## src/ftcap_pkg.sv

```systemverilog
package ftcap_pkg;

  localparam int unsigned FRAME_W  = 8;
  localparam int unsigned STATUS_W = 3;

  typedef enum logic [STATUS_W-1:0] {
    ST_OK       = 3'd0,
    ST_BAD_ID   = 3'd1,
    ST_UNKNOWN  = 3'd2,
    ST_TOO_DEEP = 3'd3,
    ST_NO_ROOT  = 3'd4
  } status_e;

  localparam logic ACT_SET    = 1'b0;
  localparam logic ACT_LOOKUP = 1'b1;

  localparam logic SIDE_SOURCE = 1'b0;
  localparam logic SIDE_TARGET = 1'b1;

  // Request from the sequencer to the frame table.
  typedef struct packed {
    logic               wr_en;
    logic [FRAME_W-1:0] wr_child;
    logic [FRAME_W-1:0] wr_parent;
    logic               rd_en;
    logic [FRAME_W-1:0] rd_frame;
  } tbl_req_t;

  // Both fields are registered reads of rd_frame, valid the cycle after rd_en.
  typedef struct packed {
    logic               present;
    logic [FRAME_W-1:0] parent;
  } tbl_rsp_t;

endpackage

```

## src/ftcap_frame_table.sv

```systemverilog
module ftcap_frame_table #(
  parameter int unsigned FRAME_COUNT = 256
) (
  input  logic                clk_i,
  input  logic                rst_ni,
  input  ftcap_pkg::tbl_req_t req_i,
  output ftcap_pkg::tbl_rsp_t rsp_o
);

  localparam int unsigned ID_SPAN     = 2 ** ftcap_pkg::FRAME_W;
  localparam int unsigned TABLE_DEPTH = (FRAME_COUNT < ID_SPAN) ? FRAME_COUNT : ID_SPAN;
  localparam int unsigned IDX_W       = $clog2(TABLE_DEPTH);

  logic [ftcap_pkg::FRAME_W-1:0] parent_mem [TABLE_DEPTH];
  logic [ftcap_pkg::FRAME_W-1:0] parent_q;
  logic [TABLE_DEPTH-1:0]        present_q;
  logic [TABLE_DEPTH-1:0]        present_d;
  logic                          rd_present_q;
  logic                          clr_pend_q;
  logic [IDX_W-1:0]              clr_idx_q;

  logic [IDX_W-1:0] wr_idx;
  logic [IDX_W-1:0] par_idx;
  logic [IDX_W-1:0] rd_idx;

  assign wr_idx  = req_i.wr_child[IDX_W-1:0];
  assign par_idx = req_i.wr_parent[IDX_W-1:0];
  assign rd_idx  = req_i.rd_frame[IDX_W-1:0];

  always_comb begin
    present_d = present_q;
    if (req_i.wr_en) begin
      present_d[wr_idx]  = 1'b1;
      present_d[par_idx] = 1'b1;
    end
  end

  // Parent store: one write port, one registered read port. A frame first seen
  // as a parent has its entry zeroed in the cycle after the set.
  always_ff @(posedge clk_i) begin
    if (clr_pend_q) begin
      parent_mem[clr_idx_q] <= '0;
    end else if (req_i.wr_en) begin
      parent_mem[wr_idx] <= req_i.wr_parent;
    end
    if (req_i.rd_en) begin
      parent_q <= parent_mem[rd_idx];
    end
  end

  // Presence bits; only a present frame's parent entry is ever used.
  always_ff @(posedge clk_i or negedge rst_ni) begin
    if (!rst_ni) begin
      present_q    <= '0;
      rd_present_q <= 1'b0;
      clr_pend_q   <= 1'b0;
      clr_idx_q    <= '0;
    end else begin
      present_q  <= present_d;
      clr_pend_q <= req_i.wr_en && !present_q[par_idx] && (par_idx != wr_idx);
      if (req_i.wr_en) begin
        clr_idx_q <= par_idx;
      end
      if (req_i.rd_en) begin
        rd_present_q <= present_q[rd_idx];
      end
    end
  end

  assign rsp_o.present = rd_present_q;
  assign rsp_o.parent  = rd_present_q ? parent_q : '0;

endmodule

```

## src/frame_tree_common_ancestor_path_unit.sv

```systemverilog
// Channel   Direction  Handshake              Payload
// request   in         in_valid_i/in_stall_o  action_i, first_frame_i, second_frame_i
// result    out        out_valid_o/out_stall_i status_o, side_o, frame_id_o,
//                                             frame_valid_o, last_o
//
// A lookup reads the start frame, walks the source chain, then the target chain,
// checks the roots, strips the shared upper part and emits the path frames (one
// empty result for an empty path); each walk step is one registered table read.
// Errors end the lookup early. Result stalls lengthen a request.
// rst_ni clears the presence map; parent entries are read only for present frames.
// A stalled result holds its output register; in_stall_o is high while a request
// is in progress, and a request may be taken while its predecessor's last result
// still waits.
module frame_tree_common_ancestor_path_unit #(
  parameter int unsigned FRAME_COUNT = 256,
  parameter int unsigned DEPTH_LIMIT = 16
) (
  input  logic                           clk_i,
  input  logic                           rst_ni,
  input  logic                           in_valid_i,
  output logic                           in_stall_o,
  input  logic                           action_i,
  input  logic [ftcap_pkg::FRAME_W-1:0]  first_frame_i,
  input  logic [ftcap_pkg::FRAME_W-1:0]  second_frame_i,
  output logic                           out_valid_o,
  input  logic                           out_stall_i,
  output logic [ftcap_pkg::STATUS_W-1:0] status_o,
  output logic                           side_o,
  output logic [ftcap_pkg::FRAME_W-1:0]  frame_id_o,
  output logic                           frame_valid_o,
  output logic                           last_o
);

  localparam int unsigned CHAIN_DEPTH = DEPTH_LIMIT + 2;
  localparam int unsigned CNT_W       = $clog2(CHAIN_DEPTH + 1);
  localparam int unsigned CI_W        = $clog2(CHAIN_DEPTH);

  typedef enum logic [2:0] {
    S_IDLE,
    S_WALK,
    S_ROOT,
    S_STRIP,
    S_EMIT,
    S_SINGLE
  } state_e;

  state_e                        state_q;
  logic [ftcap_pkg::FRAME_W-1:0] target_q;
  logic [ftcap_pkg::FRAME_W-1:0] frame_q;
  logic [CNT_W-1:0]              count_q;
  logic                          walk_side_q;
  logic [CNT_W-1:0]              slen_q;
  logic [CNT_W-1:0]              tlen_q;
  logic [CNT_W-1:0]              idx_q;
  logic                          emit_side_q;
  ftcap_pkg::status_e            status_q;

  logic [ftcap_pkg::FRAME_W-1:0] src_chain_q [CHAIN_DEPTH];
  logic [ftcap_pkg::FRAME_W-1:0] tgt_chain_q [CHAIN_DEPTH];

  logic                          out_valid_q;
  ftcap_pkg::status_e            out_status_q;
  logic                          out_side_q;
  logic [ftcap_pkg::FRAME_W-1:0] out_id_q;
  logic                          out_fvalid_q;
  logic                          out_last_q;

  ftcap_pkg::tbl_req_t tbl_req;
  ftcap_pkg::tbl_rsp_t tbl_rsp;

  logic [ftcap_pkg::FRAME_W-1:0] next_frame;
  logic                          cur_in_range;
  logic                          step_ok;
  logic [CNT_W-1:0]              count_inc;
  logic [CNT_W-1:0]              idx_inc;
  logic [CNT_W-1:0]              slen_m1;
  logic [CNT_W-1:0]              tlen_m1;
  logic [CI_W-1:0]               src_idx;
  logic [CI_W-1:0]               tgt_idx;
  logic [ftcap_pkg::FRAME_W-1:0] src_rd;
  logic [ftcap_pkg::FRAME_W-1:0] tgt_rd;
  logic                          tops_match;
  logic                          out_free;
  logic                          out_load;
  logic                          in_accept;
  logic                          lookup_start;
  logic                          set_ok;
  logic                          lookup_ok;
  logic                          emit_last;

  function automatic logic id_in_range(input logic [ftcap_pkg::FRAME_W-1:0] id);
    return 32'(id) < FRAME_COUNT;
  endfunction

  ftcap_frame_table #(
    .FRAME_COUNT(FRAME_COUNT)
  ) u_table (
    .clk_i  (clk_i),
    .rst_ni (rst_ni),
    .req_i  (tbl_req),
    .rsp_o  (tbl_rsp)
  );

  assign in_stall_o = (state_q != S_IDLE);
  assign in_accept  = in_valid_i && (state_q == S_IDLE);
  assign out_free   = !out_valid_q || !out_stall_i;
  assign out_load   = out_free && ((state_q == S_EMIT) || (state_q == S_SINGLE));

  assign set_ok    = (first_frame_i != '0) && id_in_range(first_frame_i) &&
                     id_in_range(second_frame_i);
  assign lookup_ok = (first_frame_i != '0) && (second_frame_i != '0) &&
                     id_in_range(first_frame_i) && id_in_range(second_frame_i);
  assign lookup_start = in_accept && (action_i == ftcap_pkg::ACT_LOOKUP) && lookup_ok;

  // Walk step: frame_q is the frame whose table entry was read last cycle.
  assign next_frame   = tbl_rsp.parent;
  assign cur_in_range = id_in_range(frame_q);
  assign step_ok      = (state_q == S_WALK) && cur_in_range && tbl_rsp.present;
  assign count_inc    = count_q + CNT_W'(1);
  assign idx_inc      = idx_q + CNT_W'(1);

  // Read the start frame on accept, then the parent just returned; at the end of
  // the source chain read the target frame instead.
  always_comb begin
    tbl_req.wr_en     = in_accept && (action_i == ftcap_pkg::ACT_SET) && set_ok;
    tbl_req.wr_child  = first_frame_i;
    tbl_req.wr_parent = second_frame_i;
    tbl_req.rd_en     = lookup_start || step_ok;
    if (state_q == S_IDLE) begin
      tbl_req.rd_frame = second_frame_i;
    end else if (next_frame == '0) begin
      tbl_req.rd_frame = target_q;
    end else begin
      tbl_req.rd_frame = next_frame;
    end
  end

  // Chain reads: top entries while stripping, emit index while emitting.
  assign slen_m1    = slen_q - CNT_W'(1);
  assign tlen_m1    = tlen_q - CNT_W'(1);
  assign src_idx    = (state_q == S_EMIT) ? idx_q[CI_W-1:0] : slen_m1[CI_W-1:0];
  assign tgt_idx    = (state_q == S_EMIT) ? idx_q[CI_W-1:0] : tlen_m1[CI_W-1:0];
  assign src_rd     = src_chain_q[src_idx];
  assign tgt_rd     = tgt_chain_q[tgt_idx];
  assign tops_match = (src_rd == tgt_rd);

  assign emit_last = (emit_side_q == ftcap_pkg::SIDE_SOURCE) ?
                     ((idx_inc == slen_q) && (tlen_q == '0)) : (idx_inc == tlen_q);

  // Chain scratch: written at the walk count, no reset needed.
  always_ff @(posedge clk_i) begin
    if (step_ok) begin
      if (walk_side_q == ftcap_pkg::SIDE_SOURCE) begin
        src_chain_q[count_q[CI_W-1:0]] <= frame_q;
      end else begin
        tgt_chain_q[count_q[CI_W-1:0]] <= frame_q;
      end
    end
  end

  always_ff @(posedge clk_i or negedge rst_ni) begin
    if (!rst_ni) begin
      state_q      <= S_IDLE;
      target_q     <= '0;
      frame_q      <= '0;
      count_q      <= '0;
      walk_side_q  <= ftcap_pkg::SIDE_SOURCE;
      slen_q       <= '0;
      tlen_q       <= '0;
      idx_q        <= '0;
      emit_side_q  <= ftcap_pkg::SIDE_SOURCE;
      status_q     <= ftcap_pkg::ST_OK;
      out_valid_q  <= 1'b0;
      out_status_q <= ftcap_pkg::ST_OK;
      out_side_q   <= 1'b0;
      out_id_q     <= '0;
      out_fvalid_q <= 1'b0;
      out_last_q   <= 1'b0;
    end else begin
      // Drop a result once it is taken, unless a new one loads below.
      if (out_valid_q && !out_stall_i && !out_load) begin
        out_valid_q <= 1'b0;
      end

      case (state_q)
        S_IDLE: begin
          if (in_valid_i) begin
            if (action_i == ftcap_pkg::ACT_SET) begin
              if (set_ok) begin
                status_q <= ftcap_pkg::ST_OK;
              end else begin
                status_q <= ftcap_pkg::ST_BAD_ID;
              end
              state_q  <= S_SINGLE;
            end else if (lookup_ok) begin
              frame_q     <= second_frame_i;
              target_q    <= first_frame_i;
              count_q     <= '0;
              walk_side_q <= ftcap_pkg::SIDE_SOURCE;
              state_q     <= S_WALK;
            end else begin
              status_q <= ftcap_pkg::ST_BAD_ID;
              state_q  <= S_SINGLE;
            end
          end
        end

        S_WALK: begin
          if (!cur_in_range || !tbl_rsp.present) begin
            status_q <= ftcap_pkg::ST_UNKNOWN;
            state_q  <= S_SINGLE;
          end else if (count_inc == CNT_W'(CHAIN_DEPTH)) begin
            // Covers loops in the table as well.
            status_q <= ftcap_pkg::ST_TOO_DEEP;
            state_q  <= S_SINGLE;
          end else if (next_frame == '0) begin
            if (walk_side_q == ftcap_pkg::SIDE_SOURCE) begin
              // Source chain done: the target read is already issued.
              slen_q      <= count_inc;
              frame_q     <= target_q;
              count_q     <= '0;
              walk_side_q <= ftcap_pkg::SIDE_TARGET;
            end else begin
              tlen_q  <= count_inc;
              state_q <= S_ROOT;
            end
          end else begin
            count_q <= count_inc;
            frame_q <= next_frame;
          end
        end

        S_ROOT: begin
          if ((slen_q == '0) || (tlen_q == '0) || !tops_match) begin
            status_q <= ftcap_pkg::ST_NO_ROOT;
            state_q  <= S_SINGLE;
          end else begin
            state_q <= S_STRIP;
          end
        end

        S_STRIP: begin
          if ((slen_q != '0) && (tlen_q != '0) && tops_match) begin
            slen_q <= slen_m1;
            tlen_q <= tlen_m1;
          end else if ((slen_q == '0) && (tlen_q == '0)) begin
            status_q <= ftcap_pkg::ST_OK;
            state_q  <= S_SINGLE;
          end else begin
            idx_q       <= '0;
            emit_side_q <= (slen_q == '0) ? ftcap_pkg::SIDE_TARGET : ftcap_pkg::SIDE_SOURCE;
            state_q     <= S_EMIT;
          end
        end

        S_EMIT: begin
          if (out_free) begin
            out_valid_q  <= 1'b1;
            out_status_q <= ftcap_pkg::ST_OK;
            out_side_q   <= emit_side_q;
            out_id_q     <= (emit_side_q == ftcap_pkg::SIDE_SOURCE) ? src_rd : tgt_rd;
            out_fvalid_q <= 1'b1;
            out_last_q   <= emit_last;
            if (emit_last) begin
              state_q <= S_IDLE;
            end else if ((emit_side_q == ftcap_pkg::SIDE_SOURCE) && (idx_inc == slen_q)) begin
              emit_side_q <= ftcap_pkg::SIDE_TARGET;
              idx_q       <= '0;
            end else begin
              idx_q <= idx_inc;
            end
          end
        end

        S_SINGLE: begin
          if (out_free) begin
            out_valid_q  <= 1'b1;
            out_status_q <= status_q;
            out_side_q   <= ftcap_pkg::SIDE_SOURCE;
            out_id_q     <= '0;
            out_fvalid_q <= 1'b0;
            out_last_q   <= 1'b1;
            state_q      <= S_IDLE;
          end
        end

        default: begin
          state_q <= S_IDLE;
        end
      endcase
    end
  end

  assign out_valid_o   = out_valid_q;
  assign status_o      = out_status_q;
  assign side_o        = out_side_q;
  assign frame_id_o    = out_id_q;
  assign frame_valid_o = out_fvalid_q;
  assign last_o        = out_last_q;

endmodule

```

## config.mk

```make
export PLATFORM = sky130hd
export DESIGN_NAME = frame_tree_common_ancestor_path_unit
export DESIGN_NICKNAME = d
export VERILOG_FILES = /design/src/ftcap_pkg.sv /design/src/ftcap_frame_table.sv /design/src/frame_tree_common_ancestor_path_unit.sv
export SDC_FILE = /design/constraint.sdc
export NUM_CORES = 2
export LEC_CHECK = 0
export BUFFER_PORTS_ARGS = -buffer_cell sky130_fd_sc_hd__buf_2
export CAP_MARGIN = 0
export CORE_ASPECT_RATIO = 1.5
export CORE_UTILIZATION = 30
export CTS_BUF_LIST = sky130_fd_sc_hd__clkbuf_16
export CTS_CLUSTER_DIAMETER = 40
export CTS_CLUSTER_SIZE = 28
export DETAILED_ROUTE_END_ITERATION = 6
export PLACE_DENSITY = 0.47
export SLEW_MARGIN = 20
export SYNTH_ARGS = -nofsm -noshare
export SYNTH_HDL_FRONTEND = slang
export SYNTH_SLANG_ARGS = --single-unit
```

## constraint.sdc

```tcl
create_clock -name clk_i -period 9.4 [get_ports clk_i]
set_input_delay 1.88 -clock clk_i [delete_from_list [all_inputs] [get_ports clk_i]]
set_output_delay 1.88 -clock clk_i [all_outputs]
set_load 0.005 [all_outputs]
```

* Word-level counts from Yosys, hierarchy flattened
Memories as Yosys holds them, arrays and structs flattened. A register that Yosys moved wholly into a read port is not among the register bits. Index checks and enable logic that the tools add are counted.
Operators by class: add/sub/neg operators 4, multiply operators 0, div/mod/pow operators 0, order comparisons 5, equal/unequal tests 33, shifts and indexed selects 0, multiplexer cells 116, bitwise operators 4, reduce and logical (&&, ||, !) cells 55
Operators by type and width (count):
- $or A256 B256 Y256 | 2
- $mux W5 | 24
- $mux W8 | 15
- $mux W3 | 21
- $pmux W5 S2 | 4
- $mux W1 | 38
- $pmux W8 S2 | 2
- $ne A2 B2 Y1 const B | 15
- $reduce_and A7 Y1 | 4
- $lt A8 B9 Y1 const B | 3
- $logic_and A1 B1 Y1 | 19
- $pmux W3 S6 | 1
- $reduce_and A6 Y1 | 3
- $bmux W1 S8 | 2
- $demux W1 S8 | 2
- $ge A8 B1 Y1 const B | 2
- $reduce_bool A8 Y1 | 2
- $pmux W3 S4 | 1
- $add A5 B1 Y5 const B | 2
- $eq A5 B5 Y1 | 2
- $logic_not A5 Y1 | 2
- $pmux W1 S2 | 5
- $reduce_bool A5 Y1 | 2
- $sub A5 B1 Y5 const B | 2
- 23 further kinds | 42
Word-level totals: bits in registers 325, bits in latches 0, memory bits (writable) 2336, ROM bits 0, word-level logic and storage cells 240, memories kept 3
Memories:
- u_table.parent_mem | depth 256, width 8, read ports 1, clocked after memory_dff 1, wr ports 1, line ftcap_frame_table.sv:14 | logic [ftcap_pkg::FRAME_W-1:0] parent_mem [TABLE_DEPTH];
- src_chain_q | depth 18, width 8, read ports 1, clocked after memory_dff 0, wr ports 1, line frame_tree_common_ancestor_path_unit.sv:58 | logic [ftcap_pkg::FRAME_W-1:0] src_chain_q [CHAIN_DEPTH];
- tgt_chain_q | depth 18, width 8, read ports 1, clocked after memory_dff 0, wr ports 1, line frame_tree_common_ancestor_path_unit.sv:59 | logic [ftcap_pkg::FRAME_W-1:0] tgt_chain_q [CHAIN_DEPTH];

* Depth between registers and ports, before layout
word-level depth 9, mapped depth 17

* Modules after synthesis
Synthesis repeated with hierarchy kept, for this count alone.
Unflattened totals: cell total of the unflattened synthesis 6219, area total of the unflattened synthesis 109461.2 µm²
Modules (own cells, without submodules):
- ftcap_frame_table | times used 1, cells each 4964, area each 94026.4 µm², seq. area each 68395.6 µm²
- frame_tree_common_ancestor_path_unit | times used 1, cells each 1255, area each 15434.8 µm², seq. area each 10124.7 µm²

* Least setup slack after synthesis
Ideal clock, no wire load.
path kind input to register, start input port first_frame_i[7] in the netlist's numbering, end memory u_table.parent_mem[0][0] in the netlist's numbering (data pin), library setup time 0.870 ns, arrival 6.818 ns, required time 8.530 ns, path slack 1.713 ns, stages on the path 9, buffers on the path 2, path through clkbuf_1 nor2_1 nand2_1 nor2_1 nor2_1 nand3_1 nor2_1 clkbuf_1 and2_1
On the way: longest elaborated chain between the ends 7
RTL lines:
- start, declared | line frame_tree_common_ancestor_path_unit.sv:23 | input logic [ftcap_pkg::FRAME_W-1:0] first_frame_i,
- $reduce_bool A8 Y1 | line frame_tree_common_ancestor_path_unit.sv:109 | assign set_ok = (first_frame_i != '0) && id_in_range(first_frame_i) &&
- $logic_and A1 B1 Y1 | line frame_tree_common_ancestor_path_unit.sv:125 | tbl_req.wr_en = in_accept && (action_i == ftcap_pkg::ACT_SET) && set_ok;
- $mux W1 | line ftcap_frame_table.sv:43 | end else if (req_i.wr_en) begin
- $mux W1 | line ftcap_frame_table.sv:41 | if (clr_pend_q) begin
- $mux W1 (implied by the code) | line ftcap_frame_table.sv:44 | parent_mem[wr_idx] <= req_i.wr_parent;
- $reduce_or A8 Y1 (no source line)
- $mux W8 (no source line)
- end, declared | line ftcap_frame_table.sv:14
No other way between the ends.

* Worst setup path after layout
start input port first_frame_i[1] in the netlist's numbering, end memory u_table.parent_mem[64][1] in the netlist's numbering, enable pin
On the way: longest elaborated chain between the ends 7, elaborated cells between the ends (all ways) 8
RTL lines (line):
- $reduce_bool A8 Y1 | frame_tree_common_ancestor_path_unit.sv:109
- $logic_and A1 B1 Y1 | frame_tree_common_ancestor_path_unit.sv:125
- $mux W1 | ftcap_frame_table.sv:43
- $mux W1 | ftcap_frame_table.sv:41
- $mux W1 (implied by the code) | ftcap_frame_table.sv:44
- $reduce_or A8 Y1 (no source line)
- $mux W8 (no source line) or $mux W1 (tied branches)
Several ways; a longest one is shown, not always the timed one.

==> flow_summary.yaml <==
grt:
  globalRoute.totalOverflow: 0
  grt_max_degree: 219
  grt_pass1_vias: 75400
  grt_pass1_wl_um: 545000
  antenna_found_initial: 15
  grt.total_usage: 0.199
sta:
  rsz0062_at_grt: "false"
  finalHoldViolations: 0
  max_slew_margin: 0.103
  clock_skew_ns: 0.0615
  worstMarginPinSlew_ns: 1.35
  setup_viol: 0
  clock.fmax_mhz: 151
  setup_tns_ns: 0
  finalCriticalPeriod_ns: 6.63
  timing.final.crit_share: 0.705
  slew_viol_final: 0
routing:
  vias: 74100
  ant_nets: 0
  wl_um: 384000
  drtIter0Drc: 7100
  drt_pre_antenna_iters: 7
  drc: 4
  via_per_inst: 5.37
  wl_per_cell_um: 27.9
floorplanning:
  start_util: 0.301
  die_y_um: 752
  rows: 275
  die-area_um2: 377000
  fp.coreArea_um2: 373000
  die_x_um: 502
  num_io_pins: 37
clocking:
  cts_tree: "done"
  cts_hold_buf: 0
  htree_levels: 5
  cts_buffer_depth: 4
  worst_skew_pair.late_latency_ns: 0.90
  post_cts_buffers: 0
  cts.sinks: 2669
  numCtsBuffers: 289
  post_cts_resized: 0
  cts-root-buf: "clkbuf_16"
  path_clk_slew_ns: 0.06
layout:
  regArea_um2: 78500
  multi_input_area_um2: 31500
  drive_gt1_frac: 0.106
  final_util: 0.343
  nets: 8600
  areaGrowthSynthToFinish_pct: 14.0
  fillers: 36400
logic_synthesis:
  ys_ff_latch: 2669
  synthTopCellsByArea: "edfxtp_1, nand2_1, dfrtp_1, nand3_1, mux2i_1"
  async_flop_share: 0.122
  synth_edf_count: 2344
  syn_nets: 8752
  yosys_warnings: 0
  yosys.cell_count.top_type: "edfxtp_1"
  syn_inst: 8724
  synth_flop_cell: "edfxtp_1"
  synth_commonest_cells: "edfxtp_1, nand2_1, nand3_1"
  synth.avg_cell_area_um2: 12.9
  yosysTopAreaCellShare: 0.626
  ys_seq_area_frac: 0.698
  synth_top_cell_by_area: "edfxtp_1"
  syn_area_um2: 112000
  synth.distinct_cells: 92
critical_path:
  cp-start-kind: "primary input"
  worst-setup-path-type: "in2reg"
  worst_setup_path_end_kind: "flip-flop"
  worstReg2RegStart: "u_table.parent_q[3]$_DFFE_PP_"
  crit_top_cell: "nor2_1"
  path_buf_inv: 2
  worstPathMaxFanout: 19
  crit_start: "first_frame_i[1]"
  worst_path_max_delay_cell: "nand2_1"
  cp.required_ns: 9.88
  max_stage_delay_ns: 0.90
  critPathTopFamily: "simple AND/OR/NAND/NOR gates"
  arrival_ns: 7.11
  path_cells: "buf_2 > nor2_1 > nand2_1 > nor2_1 > nor2_1 > nand3_1 > nor2_2 > buf_4 > nand2_1 > o21ai_0 > nand2_1 > nor2_1"
status:
  status: "finished, violations left"
  violations: "design-rule violations"
placed_design:
  gp_congestion: 0.878
  io_buffers: 36
  dp_hpwl_um: 232000
hold_path:
  min_path_type: "reg2reg"
  hp-start: "frame_id_o[7]$_DFFE_PN0P_"
pwr:
  powerDensity_nw_per_um2: 357
  ir_drop_mv: 0.462
  leakagePower_uw: 0.0455
flow_run:
  max_cap_viol_count: 0
[through the flow]
step	setup WS (ns)	power [µW]	instance area [µm²]	hold WS [ns]	cells
2_1_floorplan	1.71	25900	112000	0.439	8724
6_report	2.77	45700	128000	0.468	13800
5_1_grt	2.57	47400	128000	0.494	13800
3_3_place_gp	2.00	34000	118000	0.452	13300
3_5_place_dp	2.02	34100	118000	0.464	13300
4_1_cts	2.96	46000	128000	0.474	13800
[worst reg2reg max path: stages (launching register included)]
cell and delay (ns):
edfxtp_1 0.56, or4_1 0.65, o21ai_2 0.68, a221o_1 0.35, and2_4 0.49, buf_4 0.76
and3_1 0.39, a311oi_1 0.12, a311oi_1 0.61, nor3_1 0.12, nor3_1 0.79, a22oi_1 0.21
o311a_1 0.21
[flip-flops by register name, summed over array words and instances (netlist names)]
name	cells
u_table.rd_present_q	1
status_o	3
u_table.clr_idx_q	8
target_q	8
frame_q	8
frame_valid_o	1
tlen_q	5
state_q	3
last_o	1
u_table.clr_pend_q	1
idx_q	5
src_chain_q	144
u_table.parent_q	8
status_q	3
frame_id_o	8
u_table.present_q	256
tgt_chain_q	144
slen_q	5
side_o	1
count_q	5
walk_side_q	1
u_table.parent_mem	2048
out_valid_o	1
emit_side_q	1
[power breakdown]
part	internal (µW)	switching (µW)	total, µW	leakage, µW
logic	5370	14600	19900	0.0147
clock network	6420	5480	11900	0.00490
registers	13500	409	13900	0.0259
total	25300	20500	45700	0.0455
[cell usage in the layout, fill, tap and decap left out, drive strengths merged, types with 7 or more instances in the layout]
| master | Yosys | routed |
|---|---|---|
| nor2 | 359 | 359 |
| mux2 | 16 | 16 |
| nor3 | 83 | 83 |
| a311oi | 146 | 146 |
| a21oi | 90 | 90 |
| buf | 267 | 202 |
| edfxtp | 2344 | 2344 |
| a32oi | 205 | 205 |
| a31oi | 201 | 201 |
| or3 | 8 | 8 |
| a22o | 20 | 20 |
| nand4 | 16 | 16 |
| nand3 | 636 | 636 |
| nor4b | 11 | 11 |
| a32o | 12 | 12 |
| a221oi | 10 | 10 |
| o31ai | 11 | 11 |
| nand2 | 2173 | 2173 |
| mux4 | 110 | 110 |
| o21ai | 101 | 101 |
| a211oi | 22 | 22 |
| clkbuf | 378 | 297 |
| and3 | 132 | 132 |
| o2bb2ai | 8 | 8 |
| nor4 | 26 | 26 |
| bufinv | 0 | 11 |
| clkinv | 0 | 94 |
| inv | 17 | 125 |
| a221o | 27 | 27 |
| dfrtp | 325 | 325 |
| o22ai | 269 | 269 |
| clkinvlp | 0 | 12 |
| nand2b | 15 | 15 |
| and2 | 21 | 21 |
| ha | 7 | 7 |
| a21o | 271 | 271 |
| xnor2 | 30 | 30 |
| nor2b | 19 | 19 |
| a22oi | 13 | 13 |
| mux2i | 253 | 253 |
[kinds of logic after synthesis]
kind of cell | count (synthesis) | share of synthesized area
XOR/XNOR | 36 | 0.00280
adder cells (fa/ha/maj) | 7 | 0.000779
multiplexers | 379 | 0.0462
AND/OR/NAND/NOR | 3514 | 0.133
flip-flops | 2669 | 0.698
buffers and inverters | 662 | 0.0247
AO/OA/AOI/OAI | 1457 | 0.0945
[routing by layer]
| layer | track usage | share of wire | vias to the layer above |
|---|---|---|---|
| li1 | - | - | 32600 |
| met1 | 0.225 | 0.37 | 37900 |
| met2 | 0.362 | 0.52 | 2800 |
| met3 | 0.0271 | 0.053 | 887 |
| met4 | 0.104 | 0.057 | 6 |
| met5 | 0 | 0.000096 | - |
[final cells by class]
class | instances | share of cell area
Antenna cell | 4 | 0.0000781
Clock buffer | 297 | 0.0580
Clock inverter | 225 | 0.0200
Inverter | 17 | 0.000498
Multi-Input combinational cell | 5393 | 0.246
Sequential cell | 2669 | 0.613
Tap cell | 4986 | 0.0487
Timing Repair Buffer | 202 | 0.0146
[path summary, 6_finish.rpt]
path | to | slack, ns | cells after the start
min reg2reg | frame_id_o[7]$_DFFE_PN0P_ | 0.47 | 2
max in group asynchronous | u_table.present_q[45]$_DFFE_PN0P_ | 6.75 | 2
min in group asynchronous | u_table.present_q[116]$_DFFE_PN0P_ | 1.13 | 1
max | u_table.parent_mem[64][1]$_DFFE_PP_ | 2.77 | 12
max reg2reg | u_table.parent_q[6]$_DFFE_PP_ | 3.18 | 12
min | frame_id_o[7]$_DFFE_PN0P_ | 0.47 | 2
(Power assumes the default switching activity.)
